<file path="src/mpu_region_table_lookup_assert.svh">
// ----------------------------------------------------------------------------
// mpu region table lookup assertion macros
// concurrent checks clocked on clk_i and disabled while rst_ni is low
// ----------------------------------------------------------------------------
`ifndef MPU_REGION_TABLE_LOOKUP_ASSERT_SVH
`define MPU_REGION_TABLE_LOOKUP_ASSERT_SVH

// consequent must hold in the same cycle as the antecedent
`define MRT_ASSERT_SAME(lbl, ante, cons) \
  lbl: assert property (@(posedge clk_i) disable iff (!rst_ni) (ante) |-> (cons)) \
    else $error("mpu region table check failed");

// consequent must hold in the cycle after the antecedent
`define MRT_ASSERT_NEXT(lbl, ante, cons) \
  lbl: assert property (@(posedge clk_i) disable iff (!rst_ni) (ante) |=> (cons)) \
    else $error("mpu region table check failed");

`endif

</file>
<file path="src/mpu_rtl_pkg.sv">
// ----------------------------------------------------------------------------
// mpu_rtl_pkg
// request and register codes plus the transaction record that moves down
// the region cell chain
// ----------------------------------------------------------------------------
package mpu_rtl_pkg;

  localparam int unsigned IdxW  = 4;
  localparam int unsigned WordW = 32;
  localparam int unsigned RnrW  = 8;

  typedef enum logic [1:0] {
    REQ_WRITE  = 2'd0,
    REQ_READ   = 2'd1,
    REQ_LOOKUP = 2'd2
  } req_type_e;

  typedef enum logic [2:0] {
    SEL_CONTROL = 3'd0,
    SEL_TYPE    = 3'd1,
    SEL_RNR     = 3'd2,
    SEL_BASE    = 3'd3,
    SEL_LIMIT   = 3'd4,
    SEL_ATTR0   = 3'd5,
    SEL_ATTR1   = 3'd6
  } reg_sel_e;

  typedef struct packed {
    logic             vld;
    logic [1:0]       req;
    logic [2:0]       sel;
    logic [WordW-1:0] data;
    logic [WordW-1:0] addr;
    logic [RnrW-1:0]  rnr;
    logic [WordW-1:0] rdata;
    logic             hit;
    logic [IdxW-1:0]  idx;
  } mpu_item_t;

endpackage

</file>
<file path="src/mpu_rtl_cell.sv">
// ----------------------------------------------------------------------------
// mpu_rtl_cell
// one region slot: holds base and limit words, serves base/limit accesses
// for its own region number and matches lookups not yet hit upstream
// ----------------------------------------------------------------------------
module mpu_rtl_cell #(
  parameter int unsigned CellIdx = 0
) (
  input  logic                   clk_i,
  input  logic                   rst_ni,
  input  logic                   adv_i,
  input  mpu_rtl_pkg::mpu_item_t item_i,
  output mpu_rtl_pkg::mpu_item_t item_o
);
  import mpu_rtl_pkg::*;

  logic [WordW-1:0] base_q, base_d;
  logic [WordW-1:0] limit_q, limit_d;
  logic             vld_q;
  mpu_item_t        pay_q, pay_d;
  logic             own;
  logic             match;
  logic [WordW-1:0] lo_addr, hi_addr;

  assign own     = (item_i.rnr == RnrW'(CellIdx));
  assign lo_addr = {base_q[WordW-1:5], 5'b00000};
  assign hi_addr = {limit_q[WordW-1:5], 5'b11111};
  assign match   = limit_q[0] && (item_i.addr >= lo_addr) && (item_i.addr <= hi_addr);

  always_comb begin
    pay_d   = item_i;
    base_d  = base_q;
    limit_d = limit_q;
    if (item_i.req == REQ_WRITE && own && item_i.vld && adv_i) begin
      case (item_i.sel)
        SEL_BASE:  base_d  = item_i.data;
        SEL_LIMIT: limit_d = item_i.data;
        default:   ;
      endcase
    end
    if (item_i.req == REQ_READ && own) begin
      case (item_i.sel)
        SEL_BASE:  pay_d.rdata = base_q;
        SEL_LIMIT: pay_d.rdata = limit_q;
        default:   ;
      endcase
    end
    if (item_i.req == REQ_LOOKUP && !item_i.hit && match) begin
      pay_d.hit = 1'b1;
      pay_d.idx = IdxW'(CellIdx);
    end
  end

  always_ff @(posedge clk_i or negedge rst_ni) begin
    if (!rst_ni) begin
      base_q  <= '0;
      limit_q <= '0;
      vld_q   <= 1'b0;
    end else begin
      base_q  <= base_d;
      limit_q <= limit_d;
      if (adv_i) begin
        vld_q <= item_i.vld;
      end
    end
  end

  always_ff @(posedge clk_i) begin
    if (adv_i) begin
      pay_q <= pay_d;
    end
  end

  always_comb begin
    item_o     = pay_q;
    item_o.vld = vld_q;
  end

endmodule

</file>
<file path="src/mpu_region_table_lookup.sv">
// ----------------------------------------------------------------------------
// mpu_region_table_lookup
// an accepted transaction passes through every region cell register in chain order before its result is valid
// throughput: one transaction per cycle while the output is not stalled, one region cell per pipeline step
// the chain stalls as a whole while the output transaction is stalled
// reset: all region slots, control, region number and attributes clear
// ----------------------------------------------------------------------------
module mpu_region_table_lookup #(
  parameter int unsigned RegionCount = 8
) (
  input  logic        clk_i,
  input  logic        rst_ni,
  input  logic        in_valid_i,
  output logic        in_stall_o,
  input  logic [1:0]  req_type_i,
  input  logic [2:0]  reg_select_i,
  input  logic [31:0] write_data_i,
  input  logic [31:0] lookup_addr_i,
  output logic        out_valid_o,
  input  logic        out_stall_i,
  output logic [31:0] read_data_o,
  output logic        region_hit_o,
  output logic [3:0]  region_index_o
);
  import mpu_rtl_pkg::*;

  localparam logic [WordW-1:0] TypeWord = {16'h0000, 8'(RegionCount), 8'h00};

  logic             adv;
  logic             in_acc;
  logic [2:0]       ctrl_q;
  logic [RnrW-1:0]  rnr_q;
  logic [WordW-1:0] attr0_q, attr1_q;
  mpu_item_t        head;
  mpu_item_t        chain [RegionCount+1];

  assign adv        = !(out_valid_o && out_stall_i);
  assign in_stall_o = !adv;
  assign in_acc     = in_valid_i && adv;

  always_ff @(posedge clk_i or negedge rst_ni) begin
    if (!rst_ni) begin
      ctrl_q  <= '0;
      rnr_q   <= '0;
      attr0_q <= '0;
      attr1_q <= '0;
    end else if (in_acc && req_type_i == REQ_WRITE) begin
      case (reg_select_i)
        SEL_CONTROL: ctrl_q  <= write_data_i[2:0];
        SEL_RNR:     rnr_q   <= write_data_i[RnrW-1:0];
        SEL_ATTR0:   attr0_q <= write_data_i;
        SEL_ATTR1:   attr1_q <= write_data_i;
        default:     ;
      endcase
    end
  end

  always_comb begin
    head.vld   = in_valid_i;
    head.req   = req_type_i;
    head.sel   = reg_select_i;
    head.data  = write_data_i;
    head.addr  = lookup_addr_i;
    head.rnr   = rnr_q;
    head.rdata = '0;
    head.hit   = 1'b0;
    head.idx   = '0;
    if (req_type_i == REQ_READ) begin
      unique case (reg_select_i)
        SEL_CONTROL: head.rdata = {29'b0, ctrl_q};
        SEL_TYPE:    head.rdata = TypeWord;
        SEL_RNR:     head.rdata = {24'b0, rnr_q};
        SEL_ATTR0:   head.rdata = attr0_q;
        SEL_ATTR1:   head.rdata = attr1_q;
        default:     head.rdata = '0;
      endcase
    end
  end

  assign chain[0] = head;

  for (genvar g = 0; g < RegionCount; g++) begin : g_cell
    mpu_rtl_cell #(
      .CellIdx(g)
    ) u_cell (
      .clk_i  (clk_i),
      .rst_ni (rst_ni),
      .adv_i  (adv),
      .item_i (chain[g]),
      .item_o (chain[g+1])
    );
  end

  assign out_valid_o    = chain[RegionCount].vld;
  assign read_data_o    = chain[RegionCount].rdata;
  assign region_hit_o   = chain[RegionCount].hit;
  assign region_index_o = chain[RegionCount].idx;

`include "mpu_region_table_lookup_assert.svh"

  `MRT_ASSERT_SAME(a_idx_zero_on_miss, out_valid_o && !region_hit_o, region_index_o == '0)
  `MRT_ASSERT_SAME(a_no_data_on_hit, out_valid_o && region_hit_o, read_data_o == '0)
  `MRT_ASSERT_SAME(a_idx_in_range, out_valid_o && region_hit_o,
                   {1'b0, region_index_o} < 5'(RegionCount))
  `MRT_ASSERT_NEXT(a_rnr_update,
                   in_acc && req_type_i == REQ_WRITE && reg_select_i == SEL_RNR,
                   rnr_q == $past(write_data_i[RnrW-1:0]))

endmodule
</file>
<file path="config.mk">
export PLATFORM = sky130hd
export DESIGN_NAME = mpu_region_table_lookup
export DESIGN_NICKNAME = d
export VERILOG_FILES = /design/src/mpu_rtl_pkg.sv /design/src/mpu_rtl_cell.sv /design/src/mpu_region_table_lookup.sv
export VERILOG_INCLUDE_DIRS = /design/src /design/src/src
export SDC_FILE = /design/constraint.sdc
export NUM_CORES = 2
export LEC_CHECK = 0
export BUFFER_PORTS_ARGS = -buffer_cell sky130_fd_sc_hd__buf_2
export CAP_MARGIN = 5
export CORE_ASPECT_RATIO = 1.2
export CORE_MARGIN = 3
export CORE_UTILIZATION = 57
export CTS_BUF_LIST = sky130_fd_sc_hd__clkbuf_16
export DETAILED_ROUTE_END_ITERATION = 10
export PLACE_DENSITY = 0.76
export SLEW_MARGIN = 20
export SYNTH_ARGS = -nofsm -noshare
export SYNTH_HDL_FRONTEND = slang
export SYNTH_HIERARCHICAL = 1
export SYNTH_SLANG_ARGS = --single-unit
</file>
<file path="constraint.sdc">
create_clock -name clk_i -period 33.6 [get_ports clk_i]
set_input_delay 6.72 -clock clk_i [delete_from_list [all_inputs] [get_ports clk_i]]
set_output_delay 6.72 -clock clk_i [all_outputs]
set_load 0.05 [all_outputs]
</file>
==> results.cfg <==
[clocking]
htree_levels = 4
post_cts_resized = 0
cts_inserted_buffers = 142
cts_tree = yes
clockRootBuffer = clkbuf_16
cts.sinks = 1430
clk_latency_ps = 740
cts_hold_buffers = 0
post_cts_buffers = 0
clk_path_buf_depth = 3
clk_pin_slew_ps = 60

[floorplanning]
rows = 135
core-area_mm2 = 0.114
die_x_um = 316
io_pins = 112
die_area_mm2 = 0.120
die_h_um = 378
start_util = 0.578

[power]
ir_drop_mv = 0.0630
internal_power_mw = 3.86
p_switching_mw = 1.67
combPwrFrac = 0.195
p_clk_frac = 0.291
p_leak_nw = 30.0
total_power_mw = 5.53
pwr_density_cell_mw_per_mm2 = 75.9
p_sw_frac = 0.302
seqPwrFrac = 0.513

[setup_path]
crit_family = buffers and inverters
worst-path-buf-inv = 3
cpPeakStageDelay_ps = 260
crit_top_cell = buf_2
worstPathRequired_ps = 26880
crit_chain = buf_2 > nand2_8 > inv_1 > buf_2
cp.arrival_ps = 7460
reg2regPathDepth = 11
slowest_stage = buf_2
worstSetupStartpointType = input pin
critPathKind = in2out
crit_path_max_fanout = 38
critical_path_depth = 4
crit_path_end_kind = output port

[finish]
syn_to_final_growth_pct = 10.7
layout.nets = 5569
drive_gt1_frac = 0.207
fin_area_mm2 = 0.0729

[placement]
dp_hpwl_mm = 98.6
io_buffers = 111
dpl_cell_area_mm2 = 0.0680
gp_congestion = 0.886

[hold_path]
hold_depth = 0
hold_path_class = reg2reg

[yosys]
yosys_warnings = 6
synthesis.area_mm2 = 0.0658
synth_cells = 4892
synth.avg_cell_area_um2 = 13.5

[detailed_routing]
drc = 0
drt_iter0_drc = 2994
viasPerCell = 5.89
wl_per_cell_um = 20.2
drt.antenna.violating_nets = 0
num_vias = 39400
drt_first_pass_iters = 6
wl_mm = 135

[run]
maxCapViolations = 0

[sta]
period_needed_ps = 14180
fin_crit_sh = 0.422
hold_viol_final = 0
fin_tns_setup_ps = 0
setup_viol = 0
rsz0062_at_grt = no
worstMarginPinSlew_ps = 1070
slew_headroom = 0.290
max_clock_freq_mhz = 70.5
drv_slew = 0
skew_ps = 15.5
fin_hold_ws_ps = 444

[global_route]
grt_use_total = 0.231
grt_pass1_vias = 40900
grt_max_degree = 234
grt_overflow = 0
grt_pass1_wl_mm = 220
grt_antenna_before_repair = 2

[run_status]
outcome = complete, no violations
-- state kept, by name, indices dropped and copies added (netlist names) --
register / count
g_cell.u_cell/item_o: 835
g_cell.u_cell/base_q: 256
g_cell.u_cell/limit_q: 256
attr0_q: 32
attr1_q: 32
g_cell.u_cell/vld_q: 8
rnr_q: 8
ctrl_q: 3
-- cell type report --
class | count | area, um^2
inverter | 470 | 1760
antenna | 3 | 7.51
timing repair buffer | 184 | 1160
fill | 8245 | 41000
multi-input combinational | 2836 | 23300
tap | 1507 | 1890
clock buffer | 152 | 3800
sequential | 1430 | 40000
clock inverter | 111 | 1000
-- through the flow --
step	worst slack, ps	util	cells
after floorplan	6780	-	4907
after global placement	19380	0.597	6426
after detailed placement	19390	0.597	6426
after CTS	19390	0.640	6689
after global routing	19360	0.640	6692
final	19420	0.640	6693
-- power groups by stage --
| stage | clock network, mW | registers, mW | logic (mW) |
|---|---|---|---|
| floorplan | 0 | 2.91 | 0.690 |
| global placement | 0 | 2.84 | 1.01 |
| detailed placement | 0 | 2.87 | 1.06 |
| global route | 1.72 | 2.90 | 1.21 |
| CTS | 1.65 | 2.84 | 1.08 |
| finish | 1.61 | 2.84 | 1.08 |
-- per-layer routing --
layer | share of wire | wire (um) | global-route usage | vias to the layer above
met1 | 0.41 | 55900 | 0.292 | 19500
met5 | 0 | 0 | 0 | -
met3 | 0.035 | 4710 | 0.0274 | 331
met4 | 0.047 | 6300 | 0.110 | 0
met2 | 0.50 | 68200 | 0.398 | 1031
li1 | - | - | - | 18500
-- final timing paths --
check,from,endpoint,slack (ps)
max,out_stall_i,in_stall_o,19420
min,g_cell[5].u_cell/item_o[38],g_cell[6].u_cell/item_o[38],440
max reg2reg,g_cell[7].u_cell/vld_q,g_cell[2].u_cell/base_q[27],28330
min reg2reg,g_cell[5].u_cell/item_o[38],g_cell[6].u_cell/item_o[38],440
max in group asynchronous,rst_ni,attr1_q[30],24530
min in group asynchronous,rst_ni,g_cell[7].u_cell/base_q[3],5930
-- placed cells by master, fill, tap and decap left out, types with 21 or more instances in the layout --
cell type,instances
edfxtp_1,835
dfrtp_1,595
mux2_2,514
inv_1,497
ha_1,432
nand2_1,383
o21ai_0,319
a22oi_1,280
a21oi_1,153
clkbuf_16,152
buf_2,110
nand4_1,105
nor2_1,80
buf_4,70
mux2_4,60
nand3_1,55
nor3_1,37
clkinv_2,31
a21o_1,28
nor4_1,23
nor2b_1,21
a211oi_1,21
-- worst register-to-register path: stages, from the launching register on --
cell	delay, ps
dfrtp_1	460
nand2_8	290
buf_4	690
buf_4	750
buf_4	780
buf_4	700
nand2_1	180
nor2_1	120
nand4_1	190
nor3_4	160
buf_4	420
mux2_2	410
(Power assumes the default switching activity.)
